$ cat config.mk
export PLATFORM = sky130hd
export DESIGN_NAME = scc_pair_acc
export DESIGN_NICKNAME = d
export VERILOG_FILES = /design/src/hw/rtl/scc_pkg.sv /design/src/hw/rtl/scc_pair_acc.sv
export SDC_FILE = /design/constraint.sdc
export NUM_CORES = 1
export LEC_CHECK = 0
export BUFFER_PORTS_ARGS = -buffer_cell sky130_fd_sc_hd__buf_4
export CORE_UTILIZATION = 25
export CTS_BUF_LIST = sky130_fd_sc_hd__clkbuf_4 sky130_fd_sc_hd__clkbuf_8
export CTS_CLUSTER_DIAMETER = 80
export DETAILED_ROUTE_END_ITERATION = 8
export HOLD_SLACK_MARGIN = 0.02
export PLACE_DENSITY = 0.5
export SKIP_LAST_GASP = 1
export SYNTH_ARGS = -nofsm -noshare
export SYNTH_HDL_FRONTEND = slang
export SYNTH_SLANG_ARGS = --single-unit
$ cat constraint.sdc
create_clock -name clk -period 9.63 [get_ports clk]
set_input_delay 1.926 -clock clk [delete_from_list [all_inputs] [get_ports clk]]
set_output_delay 1.926 -clock clk [all_outputs]
set_load 0.01 [all_outputs]
$ cat src/hw/rtl/scc_pkg.sv
// Shared types and constants for the SCC pair counter.
// No dependencies; imported by scc_pair_acc and scc_pair_counter_top.
package scc_pkg;

  localparam int SIZE_W = 17;   // component size, up to 131071 nodes
  localparam int PAIR_W = 19;
  localparam int COMP_W = 11;

  localparam logic REQ_EDGE   = 1'b0;
  localparam logic REQ_FINISH = 1'b1;

  typedef struct packed {
    logic              clr;
    logic              add;
    logic [SIZE_W-1:0] size;
  } acc_ctl_t;

  typedef struct packed {
    logic              busy;
    logic [PAIR_W-1:0] pair_sum;
    logic [COMP_W-1:0] comps;
  } acc_stat_t;

endpackage

$ cat src/hw/rtl/scc_pair_acc.sv
// Component size accumulator: adds size*(size-1)/2 and counts components.
// Depends on scc_pkg.
module scc_pair_acc import scc_pkg::*; (
  input  logic      clk,
  input  logic      rst_n,
  input  acc_ctl_t  ctl,
  output acc_stat_t stat
);

  localparam int PW = 2 * SIZE_W;

  logic [PW-1:0]     prod_r, prod_nxt;
  logic              add_r, add_nxt;
  logic [PAIR_W-1:0] sum_r, sum_nxt;
  logic [COMP_W-1:0] comps_r, comps_nxt;
  logic [PW-1:0]     sz_ext, szm1_ext;

  always_comb begin
    sz_ext    = PW'(ctl.size);
    szm1_ext  = PW'(ctl.size - SIZE_W'(1));
    prod_nxt  = sz_ext * szm1_ext;
    add_nxt   = ctl.add & ~ctl.clr;
    sum_nxt   = sum_r;
    comps_nxt = comps_r;
    if (ctl.clr) begin
      sum_nxt   = '0;
      comps_nxt = '0;
    end else if (add_r) begin
      // product is even, so the halving is exact
      sum_nxt   = sum_r + prod_r[PAIR_W:1];
      comps_nxt = comps_r + COMP_W'(1);
    end
  end

  always_ff @(posedge clk) begin
    prod_r <= prod_nxt;
    if (!rst_n) begin
      add_r   <= 1'b0;
      sum_r   <= '0;
      comps_r <= '0;
    end else begin
      add_r   <= add_nxt;
      sum_r   <= sum_nxt;
      comps_r <= comps_nxt;
    end
  end

  assign stat.busy     = add_r;
  assign stat.pair_sum = sum_r;
  assign stat.comps    = comps_r;

endmodule

==> impl_metrics.json <==
{
  "grt_max_degree": 29,
  "ctsResizeCount": 0,
  "tightestPinTransition_ns": 0.593,
  "placed_area_um2": 9710,
  "synth_largest_area_cell": "fa_1",
  "final-hold-violation-count": 0,
  "status": "finished, final reports clean",
  "p_leak_uw": 0.00471,
  "yosysWarnings": 0,
  "ys.flop_type": "dfxtp_1",
  "synth_area_um2": 8870,
  "cts_tree": "built",
  "port_buffers": 51,
  "finalNonFillerCells": 1479,
  "syn_to_final_growth_pct": 10.7,
  "cp_data_arrival_time_ns": 8.79,
  "synth_top_cells_by_count": "inv_1, fa_1, ha_1, nand2_1, nand2b_1",
  "cts-hold-fix-buffers": 0,
  "pre_cts_ws_ns": 0.692,
  "synth-async-reset-ratio_pct": 0,
  "yosys.area.top_type_share_pct": 31.6,
  "yosysMostFrequentCell": "inv_1",
  "synth_edf_count": 0,
  "gr-total-overflow": 0,
  "antenna_found_initial": 0,
  "ant_nets": 0,
  "skew_ns": 0.00926,
  "post-place-cells": 1471,
  "grtUsageTotal_pct": 12.1,
  "clock.fmax_mhz": 117,
  "crit_slowest_cell": "ha_1",
  "die_w_um": 190,
  "drc": 0,
  "nets": 1285,
  "startpoint_type": "primary input",
  "row_count": 68,
  "dr.pass1.iters": 4,
  "syn_inst": 998,
  "htree_num_levels": 2,
  "avgSynthCellArea_um2": 8.89,
  "clk_path_buf_depth": 2,
  "dieArea_um2": 36200,
  "rsz0062_at_grt": "false",
  "finalSetupViolCount": 0,
  "required_ns": 9.84,
  "final_layout_size_suffix_gt1_share_pct": 6.64,
  "worst_hold_slack_ns": 0.498,
  "clock-sinks": 50,
  "max-vdd-ir-drop_uv": 235,
  "coreArea_um2": 34700,
  "cts_setup_buffers": 0,
  "setup_slack_ns": 1.05,
  "fin_crit_ns": 8.58,
  "power_density_nw_per_um2": 331,
  "start_util_pct": 25.6,
  "cap_violations": 0,
  "cpPeakStageDelay_ns": 0.62,
  "fin_area_um2": 9820,
  "grt_pass1_vias": 6675,
  "path_max_fanout": 14,
  "synthTopCellsByArea": "fa_1, ha_1, dfxtp_1, inv_1, nand2b_1",
  "vias": 6290,
  "end_kind": "flop",
  "grt_pass1_wl_um": 35100,
  "ys_ff_latch": 50,
  "drt-initial-drc-count": 256,
  "cpMostUsedCell": "inv_1",
  "critical_path_class": "primary input to flop",
  "max_slew_margin_pct": 60.5,
  "clk_latency_ns": 0.31,
  "place_hpwl_um": 17100,
  "maxSlewViolCount": 0,
  "die_height_um": 190,
  "wire_per_inst_um": 14.2,
  "hold_path.class": "flop to flop",
  "io_pins": 52,
  "gp_congestion": 0.838,
  "viasPerCell": 4.25,
  "ys_seq_area_share_pct": 11.3,
  "fin_crit_sh_pct": 89.1,
  "diodes": 0,
  "cts-root-buf": "clkbuf_8",
  "ys_types": 53,
  "synth_nets": 1260,
  "tns_ns": 0,
  "cts_buffers": 5,
  "path_clk_slew_ns": 0.10,
  "totalWireLength_um": 21000
}
[routing by layer]
metal | GRT usage, % | routed length, µm
met1 | 17.1 | 10600
met2 | 20.3 | 9580
met4 | 2.03 | 235
met3 | 0.828 | 544
met5 | 0 | 0
[worst paths after layout]
| path | from | end | slack (ns) | cells after the start |
|---|---|---|---|---|
| max | ctl[1] | prod_r[19] | 1.05 | 25 |
| min | sum_r[18] | sum_r[18] | 0.50 | 2 |
| max reg2reg | sum_r[0] | sum_r[18] | 6.94 | 10 |
| min reg2reg | sum_r[18] | sum_r[18] | 0.50 | 2 |
[per-stage QoR]
| step | power (µW) | utilization (%) |
|---|---|---|
| 4_1_cts | 3310 | 28.3 |
| 5_1_grt | 3670 | 28.3 |
| 6_report | 3250 | 28.3 |
| 3_3_place_gp | 3100 | 28.0 |
| 2_1_floorplan | 2520 | - |
| 3_5_place_dp | 3130 | 28.0 |
[power breakdown]
group	switching [µW]	leakage [µW]	total (µW)	internal, µW
Sequential	18.0	0.000411	310	292
Combinational	1490	0.00424	2790	1300
Clock	75.7	0.0000585	154	78.0
[placed cells by master, fill, tap and decap left out, types with 4 or more instances in the layout]
cell type | synthesis | layout
a21o_1 | 13 | 13
inv_1 | 203 | 203
o21ai_0 | 14 | 14
dfxtp_1 | 50 | 50
nand4_1 | 4 | 4
nor3_1 | 4 | 4
clkbuf_8 | 0 | 5
ha_1 | 101 | 101
nor3b_1 | 4 | 4
buf_4 | 1 | 56
a31oi_1 | 5 | 5
nand2b_1 | 58 | 58
and3_1 | 6 | 6
xnor2_1 | 35 | 35
nand2_1 | 68 | 68
xor2_1 | 21 | 21
or3_1 | 8 | 8
mux2i_1 | 10 | 10
fa_1 | 140 | 140
a21boi_0 | 4 | 4
nor2_1 | 51 | 51
nor2b_1 | 57 | 57
a211oi_1 | 6 | 6
o21a_1 | 7 | 7
nand3_1 | 6 | 6
and2_1 | 22 | 22
a21oi_1 | 24 | 24
[kinds of logic (layout without fill, tap and decap cells)]
| kind of cell | count (synthesis) | in the layout | share of synthesized area [%] |
|---|---|---|---|
| DFF | 50 | 50 | 11.3 |
| and+or+nand+nor | 299 | 299 | 17.9 |
| AOI/OAI and AO/OA | 96 | 96 | 7.08 |
| adders and majority gates | 241 | 241 | 45.8 |
| xor gates and xnor gates | 59 | 59 | 6.22 |
| muxes | 11 | 11 | 1.26 |
| buffers and inverters | 242 | 268 | 10.4 |
[state kept, by name, summed over array words and instances, names as in the netlist]
| register | flops |
|---|---|
| sum_r | 19 |
| comps_r | 11 |
| prod_r | 19 |
| add_r | 1 |
[layout make-up]
class	count	area, µm²
clock inverters	3	43.8
well taps	455	569
clock buffers	5	68.8
fillers	3753	24900
repair buffers	56	420
flip-flops and latches	50	1000
inverters	204	766
multi-input cells	706	6950
[worst max-delay path: cells and delay by family]
kind,cells,cell delay [ns]
compound gates,4,0.81
xor+xnor,1,0.42
fa+ha+maj,9,4.29
buf+inv,9,0.74
simple gates,2,0.57
No activity file was read; power rests on OpenSTA's default activity.
