File: src/hw/rtl/scc_ram.sv
// Generic single-port-write, single-port-read RAM with registered read.
// No dependencies.
module scc_ram #(
  parameter int WIDTH = 8,
  parameter int DEPTH = 16
) (
  input  logic                                  clk,
  input  logic                                  we,
  input  logic [((DEPTH > 1) ? $clog2(DEPTH) : 1)-1:0] waddr,
  input  logic [WIDTH-1:0]                      wdata,
  input  logic [((DEPTH > 1) ? $clog2(DEPTH) : 1)-1:0] raddr,
  output logic [WIDTH-1:0]                      rdata
);

  logic [WIDTH-1:0] mem [DEPTH];

  always_ff @(posedge clk) begin
    if (we) begin
      mem[waddr] <= wdata;
    end
    rdata <= mem[raddr];
  end

endmodule

File: config.mk
export PLATFORM = sky130hd
export DESIGN_NAME = scc_ram
export DESIGN_NICKNAME = d
export VERILOG_FILES = /design/src/hw/rtl/scc_ram.sv
export SDC_FILE = /design/constraint.sdc
export NUM_CORES = 1
export LEC_CHECK = 0
export ABC_AREA = 1
export BUFFER_PORTS_ARGS = -buffer_cell sky130_fd_sc_hd__buf_4
export CAP_MARGIN = 20
export CORE_MARGIN = 5
export CORE_UTILIZATION = 50
export DETAILED_ROUTE_END_ITERATION = 7
export PLACE_DENSITY = 0.69
export SYNTH_ARGS = -nofsm -noshare
export SYNTH_HDL_FRONTEND = slang
export SYNTH_SLANG_ARGS = --single-unit
File: constraint.sdc
create_clock -name clk -period 2 [get_ports clk]
set_input_delay 0.6 -clock clk [delete_from_list [all_inputs] [get_ports clk]]
set_output_delay 0.6 -clock clk [all_outputs]
set_load 0.01 [all_outputs]
==> results of run 1 <==
==> final cells by class <==
type	instances	area, um2	share of cell area [%]
sequential	136	4000	58.8
tap	143	179	2.63
multi-input combinational	289	1210	17.8
clock buffer	17	425	6.25
clock inverter	15	206	3.03
timing repair buffer	48	398	5.84
inverter	102	383	5.62
==> cell families after synthesis <==
family        after synthesis  share of synthesized area, %
simple gates              289                          21.0
flops                     136                          69.4
buf+inv                   126                          9.52
==> per-layer routing <==
| metal | vias to the layer above | track usage (%) | wire length, um |
|---|---|---|---|
| met5 | - | 0 | 0 |
| met4 | 0 | 8.63 | 525 |
| met3 | 47 | 5.34 | 977 |
| met2 | 192 | 33.2 | 6700 |
| met1 | 1933 | 27.0 | 5620 |
| li1 | 1859 | - | - |
==> metrics by stage <==
stage               std cells  hold WS [ns]  worst slack [ns]
floorplan                 551         0.607             0.449
global placement          718         0.642             0.324
detailed placement        718         0.653             0.286
CTS                       750         0.492             0.460
global route              750         0.518             0.436
finish                    750         0.506             0.471
==> flip-flops by register name (all words and copies together) (netlist names) <==
name	count
rdata	8
mem	128
==> layout by cell type (no fill, tap or decap) <==
cell type and count:
buf_12 3, buf_4 45, bufinv_16 5, clkbuf_16 17, clkinv_1 5, clkinv_2 1
clkinv_4 1, clkinvlp_4 2, dfxtp_1 8, edfxtp_1 128, inv_1 100, inv_2 2
inv_6 1, nand2_1 173, nand3_1 97, nand3b_1 2, nor2_1 17
==> power groups by stage <==
stage,registers (mW),logic (mW),clock network [mW]
floorplan,3.27,0.225,0
global placement,3.27,0.413,0
detailed placement,3.27,0.423,0
CTS,3.21,0.429,3.35
global route,3.22,0.470,3.50
finish,3.21,0.428,3.32
==> cells in the mapped netlist <==
master    count
buf_4         4
edfxtp_1    128
nand2_1     173
inv_2         2
dfxtp_1       8
nand3b_1      2
buf_1         1
nand3_1      97
inv_1       100
buf_2        13
nor2_1       17
buf_6         6
==> path summary, 6_finish.rpt <==
kind	to	slack [ns]
setup / recovery	rdata[2]	0.47
hold / removal	rdata[7]$_DFF_P_	0.51
setup reg to reg	rdata[3]$_DFF_P_	0.88
hold reg to reg	rdata[0]$_DFF_P_	0.66
==> impl_metrics.py, run 1 <==
metrics = {
    "outcome": {
        "outcome": "finished clean",
    },
    "route": {
        "viasPerCell": 5.37,
        "drt_pre_antenna_iters": 6,
        "wire_per_inst_um": 18.4,
        "wirelength_um": 13800,
        "drtIter0Drc": 492,
        "via_count": 4031,
        "drc": 0,
        "antenna_left": 0,
    },
    "worst_setup_path": {
        "r2r_cells": 6,
        "end_kind": "output pin",
        "crit_slowest_cell": "dfxtp_1",
        "cp_num_cells": 1,
        "critPathMaxFanout": 1,
        "cp-startpoint": "rdata[2]$_DFF_P_",
        "crit_chain": "buf_4",
        "r2r_start": "mem[5][3]$_DFFE_PP_",
        "worstSetupPathType": "flip-flop to output pin",
        "cp.required_ns": 1.40,
        "worst_path_dominant_cell_family": "flip-flops",
        "arrival_ns": 0.93,
        "slowest_delay_ns": 0.37,
        "timing.critical_path.buf_inv": 1,
        "cp-start-kind": "flip-flop",
    },
    "synth": {
        "yosysUniqueCellTypes": 12,
        "postSynthCellCount": 551,
        "syn-num-nets": 569,
        "ys_top_cells_by_area": "edfxtp_1 (67%), nand2_1 (11%), nand3_1 (8.4%)",
        "yosysWarnings": 0,
        "yosysSeqAreaShare_pct": 69.4,
        "yosys.area.top_type": "edfxtp_1",
        "netlist.area_leader.share_pct": 66.7,
        "synth.cell_area_um2": 5770,
        "ys_seq_elements": 136,
        "avgSynthCellArea_um2": 10.5,
    },
    "clocking": {
        "cts.sinks": 136,
        "clk_latency_ns": 0.41,
        "cts_setup_buffers": 0,
        "clk_pin_slew_ns": 0.06,
        "holdBufCountCts": 0,
        "root_buffer": "clkbuf_16",
        "cts_max_level": 4,
        "cts_tree": "done",
        "cts_made_buffers": 17,
        "clock_path_buffers": 2,
        "post_cts_resized": 0,
    },
    "timing": {
        "rsz0062_at_grt": "no",
        "tightest_slew_ns": 0.398,
        "max_slew_margin_pct": 73.5,
        "setup_tns_ns": 0,
        "fin_crit_sh_pct": 76.4,
        "period_minus_slack_ns": 1.53,
        "drv_slew": 0,
        "finalHoldViolations": 0,
        "clock_skew_ns": 0.00660,
        "setup_viol": 0,
        "fmax_mhz": 654,
    },
    "cells_and_area": {
        "fill_cells": 924,
        "diodes": 0,
        "layout-drive-gt1-share_pct": 12.7,
        "final_util_pct": 59.9,
        "syn2layout_area_growth_pct": 18.1,
        "stdcell_area_um2": 6810,
        "layout.nets": 612,
    },
    "pwr": {
        "finalPower_mw": 6.96,
        "power_frac_comb_pct": 6.1,
        "pwr-share-seq_pct": 46.1,
        "p_clk_share_pct": 47.7,
        "power.internal_mw": 5.52,
        "static-leakage-power_nw": 2.97,
        "irDropWorstVdd_uv": 585,
        "p_sw_mw": 1.44,
        "switching_share_pct": 20.7,
        "p_per_area_nw_per_um2": 1020,
    },
    "placed_design": {
        "dp_hpwl_um": 8470,
        "gp_congestion": 0.889,
        "placed_cell_area_um2": 6180,
        "port_buffers": 25,
    },
    "global_route": {
        "antenna_found_initial": 0,
        "grt_max_degree": 57,
        "grt_pass1_vias": 3939,
        "grt-ovfl-total": 0,
        "track_usage_pct": 20.8,
        "grt_pass1_wl_um": 21700,
    },
    "die": {
        "rows": 39,
        "pin_count": 26,
        "die_w_um": 117,
        "coreArea_um2": 11400,
        "fp.dieH_um": 117,
        "initial_core_util_pct": 50.7,
        "die_area_um2": 13800,
    },
    "flow_run": {
        "maxCapViolCount": 0,
    },
    "min_path": {
        "hold_path_startpoint": "raddr[3]",
        "min_path_type": "input pin to flip-flop",
        "min_path_cells": 3,
    },
}
Note: power is estimated with default switching activity, not from simulation.
==> run 2: changes to the inputs <==
--- a/config.mk
+++ b/config.mk
@@ -5,13 +5,13 @@
 export SDC_FILE = /design/constraint.sdc
 export NUM_CORES = 1
 export LEC_CHECK = 0
-export ABC_AREA = 1
+export ABC_AREA = 0
 export BUFFER_PORTS_ARGS = -buffer_cell sky130_fd_sc_hd__buf_4
 export CAP_MARGIN = 20
 export CORE_MARGIN = 5
 export CORE_UTILIZATION = 50
 export DETAILED_ROUTE_END_ITERATION = 7
-export PLACE_DENSITY = 0.69
+export PLACE_DENSITY = 0.72
 export SYNTH_ARGS = -nofsm -noshare
 export SYNTH_HDL_FRONTEND = slang
 export SYNTH_SLANG_ARGS = --single-unit
==> constraint.sdc (replaced) <==
create_clock -name clk -period 1.4 [get_ports clk]
set_input_delay 0.42 -clock clk [delete_from_list [all_inputs] [get_ports clk]]
set_output_delay 0.42 -clock clk [all_outputs]
set_load 0.01 [all_outputs]
==> run 2 against run 1 <==
  * The flow now finishes with violations (negative setup slack)
  * Die area decreased by 9.8%
  * Cell area decreased by 6.5%
  * First-iteration DRC count decreased by 64%
  * Sequential cell count unchanged
  * Sequential share of layout area increased by 4.3 points
  * Clock skew decreased by 0.00064 ns
  * Largest cell class unchanged
  * Largest power group is now sequential cells
  * Highest routed layer unchanged
==> impl_metrics.py, run 2 <==
metrics = {
    "cells_and_area": {
        "largest_reg_flops": 128,
        "layout.nets": 312,
        "register_area_um2": 4020,
        "regMostFlops": "mem",
        "fill_cells": 715,
        "syn2layout_area_growth_pct": 23.7,
        "stdcell_area_um2": 6370,
        "layout-drive-gt1-share_pct": 44.3,
        "top_regs": "mem (128), rdata (8)",
        "diodes": 0,
        "final_common_cell": "edfxtp_1",
        "multi_input_comb_area_um2": 1060,
        "final_cell_mix": "edfxtp_1 (128), buf_4 (44), mux4_2 (31), clkbuf_16 (16), a22oi_1 (15)",
    },
    "placed_design": {
        "gp_congestion": 0.763,
        "placed_cell_area_um2": 5700,
        "dp_slack_ns": -0.396,
        "port_buffers": 25,
        "dp_hpwl_um": 6560,
    },
    "route": {
        "drtIter0Drc": 178,
        "drt_pre_antenna_iters": 4,
        "wire_per_inst_um": 21.8,
        "drc": 0,
        "wirelength_um": 9650,
        "viasPerCell": 5.63,
        "via_count": 2496,
        "antenna_left": 0,
    },
    "synth": {
        "synth.cell_area_um2": 5150,
        "synth-main-ff-cell": "edfxtp_1",
        "yosysUniqueCellTypes": 19,
        "yosysSeqAreaShare_pct": 77.8,
        "yosysMostFrequentCell": "edfxtp_1",
        "postSynthCellCount": 229,
        "synth_edf_count": 128,
        "ys_seq_elements": 136,
        "yosysWarnings": 0,
        "netlist.area_leader.share_pct": 74.7,
        "ys_top_cells_by_area": "edfxtp_1 (75%), mux4_2 (7.9%), mux4_1 (7.1%)",
        "avgSynthCellArea_um2": 22.5,
        "yosys.area.top_type": "edfxtp_1",
        "async_reset_ff_share_pct": 0,
        "synth_commonest_cells": "edfxtp_1 (128), mux4_2 (18), a22oi_1 (16)",
        "syn-num-nets": 247,
    },
    "min_path": {
        "min_path_type": "input pin to flip-flop",
        "min_to": "mem[15][0]$_DFFE_PP_",
        "hold_path_startpoint": "wdata[0]",
        "min_path_cells": 1,
    },
    "worst_setup_path": {
        "cp.required_ns": 0.98,
        "r2r_slack_ns": 0.05,
        "r2r_start": "mem[3][6]$_DFFE_PP_",
        "crit_chain": "buf_6",
        "r2r_cells": 3,
        "arrival_ns": 0.99,
        "worstSetupPathType": "flip-flop to output pin",
        "crit_slowest_cell": "dfxtp_4",
        "r2r_end": "rdata[6]$_DFF_P_",
        "cp-start-kind": "flip-flop",
        "critPathMaxFanout": 1,
        "worst_path_dominant_cell_family": "flip-flops",
        "slowest_delay_ns": 0.36,
        "end_kind": "output pin",
        "timing.critical_path.buf_inv": 1,
    },
    "die": {
        "fp.dieH_um": 111,
        "pin_count": 26,
        "die_area_um2": 12400,
        "die_w_um": 111,
        "rows": 37,
        "initial_core_util_pct": 50.5,
        "coreArea_um2": 10200,
    },
    "outcome": {
        "outcome": "finished with violations",
        "failed_checks": "negative setup slack",
    },
    "pwr": {
        "power.internal_mw": 7.72,
        "pwr-share-seq_pct": 47.4,
        "power_frac_comb_pct": 5.4,
        "p_clk_share_pct": 47.2,
        "p_per_area_nw_per_um2": 1520,
        "finalPower_mw": 9.68,
        "p_sw_mw": 1.96,
        "static-leakage-power_nw": 2.15,
        "irDropWorstVdd_uv": 879,
        "switching_share_pct": 20.3,
    },
    "timing": {
        "whs_ns": 0.200,
        "max_slew_margin_pct": 54.3,
        "tightest_slew_ns": 0.683,
        "clock_skew_ns": 0.00596,
        "setup_viol": 2,
        "period_minus_slack_ns": 1.41,
        "fmax_mhz": 707,
        "rsz0062_at_grt": "yes",
        "fin_ws_ns": -0.0140,
        "finalHoldViolations": 0,
        "drv_slew": 0,
        "fin_crit_sh_pct": 101,
    },
    "clocking": {
        "cts_tree": "done",
        "cts_setup_buffers": 0,
        "cts_max_level": 4,
        "clk_pin_slew_ns": 0.06,
        "clock_path_buffers": 2,
        "cts_made_buffers": 17,
        "cts.sinks": 136,
        "root_buffer": "clkbuf_8",
        "clk_latency_ns": 0.52,
        "holdBufCountCts": 0,
    },
    "global_route": {
        "grt_max_degree": 17,
        "antenna_found_initial": 0,
        "grt_pass1_wl_um": 15400,
        "grt_pass1_vias": 2716,
        "track_usage_pct": 17.2,
        "grt-ovfl-total": 0,
    },
    "flow_run": {
        "maxCapViolCount": 0,
    },
}
run 2: cell count changes in the layout (fill, tap and decap cells not counted), sizes merged, moves of 2 or more:
cell / previous run / this run
a22oi: 0 / 16
buf: 48 / 56
inv: 103 / 2
mux4: 0 / 32
nand2: 173 / 9
nand2b: 0 / 2
nand3: 97 / 1
nor2: 17 / 13
nor3: 0 / 4
run 2: kinds of logic (layout without fill, tap and decap cells):
family / after synthesis / after routing / synth area share [%]
AND/OR/NAND/NOR: 35 / 35 / 3.18
buffers and inverters: 10 / 88 / 1.68
AO/OA/AOI/OAI: 16 / 16 / 2.33
flip-flops: 136 / 136 / 77.8
multiplexers: 32 / 32 / 15.0
run 2: area by class of cell:
class | count | area share, %
Clock inverter | 15 | 3.16
Sequential cell | 136 | 63.1
Clock buffer | 17 | 6.50
Tap cell | 136 | 2.67
Multi-Input combinational cell | 83 | 16.7
Timing Repair Buffer | 56 | 7.86
run 2: repair_timing:
| item | 4_1_cts | 5_1_grt |
|---|---|---|
| gates resized for setup | 8 | 10 |
| cloned | 0 | 0 |
| endpoints found under the setup margin | 4 | 9 |
run 2: worst max-delay path by stage:
stage                     cells after the start  slack [ns]             endpoint              from
after floorplan                               2       -0.15  mem[0][0]$_DFFE_PP_          waddr[2]
after detailed placement                      5       -0.40     rdata[1]$_DFF_P_          raddr[0]
after global routing                          1       -0.06             rdata[2]  rdata[2]$_DFF_P_
after CTS                                     1       -0.04             rdata[2]  rdata[2]$_DFF_P_
after global placement                        5       -0.41     rdata[1]$_DFF_P_          raddr[0]
final                                         1       -0.01             rdata[2]  rdata[2]$_DFF_P_
run 2: power groups by stage:
stage / Combinational, mW / Sequential (mW) / Clock, mW
global placement: 0.499 / 4.66 / 0
floorplan: 0.259 / 4.67 / 0
global route: 0.564 / 4.60 / 4.85
finish: 0.524 / 4.59 / 4.57
CTS: 0.523 / 4.59 / 4.63
detailed placement: 0.512 / 4.67 / 0
run 2: stage by stage:
step,std cells,TNS [ns],util [%]
finish,443,-0.0193,62.5
global route,443,-0.190,62.5
floorplan,229,-2.04,-
detailed placement,411,-22.90,56.0
global placement,411,-19.17,56.0
CTS,443,-0.0816,62.3
run 2: metal layers:
layer | up-vias | wire (um) | GRT usage (%)
met5 | - | 0 | 0
met4 | 0 | 123 | 6.16
met3 | 13 | 552 | 5.98
met2 | 106 | 5010 | 27.7
met1 | 1282 | 3970 | 21.9
li1 | 1095 | - | -
==> run 3: changes to the inputs <==
--- a/config.mk
+++ b/config.mk
@@ -8,10 +8,11 @@
 export ABC_AREA = 0
 export BUFFER_PORTS_ARGS = -buffer_cell sky130_fd_sc_hd__buf_4
 export CAP_MARGIN = 20
+export CORE_ASPECT_RATIO = 0.8
 export CORE_MARGIN = 5
 export CORE_UTILIZATION = 50
 export DETAILED_ROUTE_END_ITERATION = 7
-export PLACE_DENSITY = 0.72
+export PLACE_DENSITY_LB_ADDON = 0.3
 export SYNTH_ARGS = -nofsm -noshare
 export SYNTH_HDL_FRONTEND = slang
 export SYNTH_SLANG_ARGS = --single-unit
==> run 3 against run 2 <==
  * The run now ends clean
  * Cell area about the same
  * First-iteration DRC count is 56% higher
  * Die area hardly changed
  * Register-to-register slack gained 0.06 ns
  * Routed wire length fell by 1.6%
==> impl_metrics.py, run 3 (synthesis gave the netlist of run 2 again) <==
metrics = {
    "outcome": {
        "outcome": "finished clean",
    },
    "timing": {
        "fmax_mhz": 747,
        "drv_slew": 0,
        "fin_crit_sh_pct": 95.6,
        "setup_viol": 0,
        "finalHoldViolations": 0,
        "clock_skew_ns": 0.00440,
        "max_slew_margin_pct": 52.7,
        "whs_ns": 0.331,
        "fin_ws_ns": 0.0610,
        "period_minus_slack_ns": 1.34,
        "tightest_slew_ns": 0.708,
        "rsz0062_at_grt": "no",
    },
    "route": {
        "drt_pre_antenna_iters": 4,
        "antenna_left": 0,
        "drtIter0Drc": 278,
        "via_count": 2401,
        "wire_per_inst_um": 21.1,
        "wirelength_um": 9500,
        "drc": 0,
        "viasPerCell": 5.34,
    },
    "clocking": {
        "cts_made_buffers": 17,
        "root_buffer": "clkbuf_16",
        "holdBufCountCts": 0,
        "cts.sinks": 136,
        "clk_latency_ns": 0.40,
        "clk_pin_slew_ns": 0.05,
        "cts_setup_buffers": 0,
        "cts_tree": "done",
        "clock_path_buffers": 2,
        "cts_max_level": 4,
        "post_cts_resized": 0,
    },
    "cells_and_area": {
        "regMostFlops": "mem",
        "final_common_cell": "edfxtp_1",
        "largest_reg_flops": 128,
        "layout-drive-gt1-share_pct": 40.0,
        "syn2layout_area_growth_pct": 23.7,
        "top_regs": "mem (128), rdata (8)",
        "final_cell_mix": "edfxtp_1 (128), buf_4 (49), mux4_2 (31), clkbuf_16 (17), a22oi_1 (14)",
        "diodes": 0,
        "layout.nets": 315,
        "layoutNonFillerInstCount": 450,
    },
    "pwr": {
        "irDropWorstVdd_uv": 1160,
        "p_per_area_nw_per_um2": 1440,
        "finalPower_mw": 9.19,
        "static-leakage-power_nw": 2.15,
    },
    "worst_setup_path": {
        "cp.required_ns": 1.68,
        "crit_path_frequent_cell": "buf_4",
        "r2r_start": "mem[7][4]$_DFFE_PP_",
        "end_kind": "flip-flop",
        "cp-start-kind": "input pin",
        "arrival_ns": 1.62,
        "crit_slowest_cell": "mux4_2",
        "critPathMaxFanout": 6,
        "worstSetupPathType": "input pin to flip-flop",
        "r2r_end": "rdata[4]$_DFF_P_",
        "r2r_cells": 3,
        "r2r_slack_ns": 0.11,
        "crit_chain": "buf_4 -> buf_4 -> mux4_2 -> a22oi_1 -> nand2_1",
        "slowest_delay_ns": 0.50,
    },
    "min_path": {
        "hold_path_startpoint": "wdata[5]",
        "min_path_type": "input pin to flip-flop",
        "min_path_cells": 1,
        "min_to": "mem[15][5]$_DFFE_PP_",
    },
    "placed_design": {
        "gp_congestion": 0.746,
        "port_buffers": 25,
        "dp_cells": 418,
        "dp_slack_ns": -0.392,
        "dp_hpwl_um": 6500,
    },
    "global_route": {
        "antenna_found_initial": 0,
        "track_usage_pct": 16.8,
        "grt_pass1_vias": 2536,
        "grt_pass1_wl_um": 14700,
        "grt_max_degree": 17,
        "grt-ovfl-total": 0,
    },
    "die": {
        "die_area_um2": 12400,
        "die_w_um": 123,
        "fp.dieH_um": 101,
        "coreArea_um2": 10200,
        "pin_count": 26,
        "initial_core_util_pct": 50.7,
        "rows": 33,
    },
    "flow_run": {
        "maxCapViolCount": 0,
    },
}
## run 3: cell count changes in the layout (fill, tap and decap cells not counted), moves of 5 or more
cell	change
buf_12	+6
buf_4	+5
buf_6	-8
clkbuf_1	+8
dfxtp_1	+8
dfxtp_2	-7
## run 3: power by group
group          switching [mW]  internal [mW]  leakage (nW)
sequential             0.0301           4.56          1.22
combinational           0.260          0.260         0.662
clock                    1.45           2.63         0.266
## run 3: per-layer routing
| layer | up-vias | global-route usage, % | wire length, um |
|---|---|---|---|
| met3 | 2 | 4.83 | 802 |
| met5 | - | 0 | 0 |
| li1 | 1097 | - | - |
| met4 | 0 | 5.36 | 25 |
| met1 | 1217 | 25.1 | 4130 |
| met2 | 85 | 24.2 | 4540 |
## run 3: worst max-delay path by stage
stage                               startpoint                   to  depth (start not counted)  slack (ns)
after floorplan                       waddr[2]  mem[0][0]$_DFFE_PP_                          2       -0.15
after global placement                raddr[0]     rdata[7]$_DFF_P_                          5       -0.36
after detailed placement              raddr[0]     rdata[7]$_DFF_P_                          5       -0.39
after CTS                             raddr[0]     rdata[7]$_DFF_P_                          5        0.03
after global routing      mem[15][0]$_DFFE_PP_     rdata[0]$_DFF_P_                          3        0.02
final                                 raddr[0]     rdata[6]$_DFF_P_                          5        0.06
## run 3: cell type report
cell class / instances / area [um2]
timing repair buffer: 59 / 568
fill: 711 / 3790
sequential: 136 / 4000
clock buffer: 29 / 510
clock inverter: 3 / 42.5
tap: 140 / 175
multi-input combinational: 83 / 1070
## run 3: critical path, delay by kind of cell
family | cells | cell delay, ns
simple gates | 1 | 0.07
compound gates | 1 | 0.27
buf+inv | 2 | 0.36
mux | 1 | 0.50
## run 3: metrics by stage
step / area [um2] / utilization (%) / setup TNS [ns]
detailed placement: 5810 / 57.2 / -21.50
global placement: 5810 / 57.2 / -20.32
floorplan: 5180 / - / -2.04
global route: 6370 / 62.7 / 0
CTS: 6360 / 62.6 / 0
finish: 6370 / 62.7 / 0
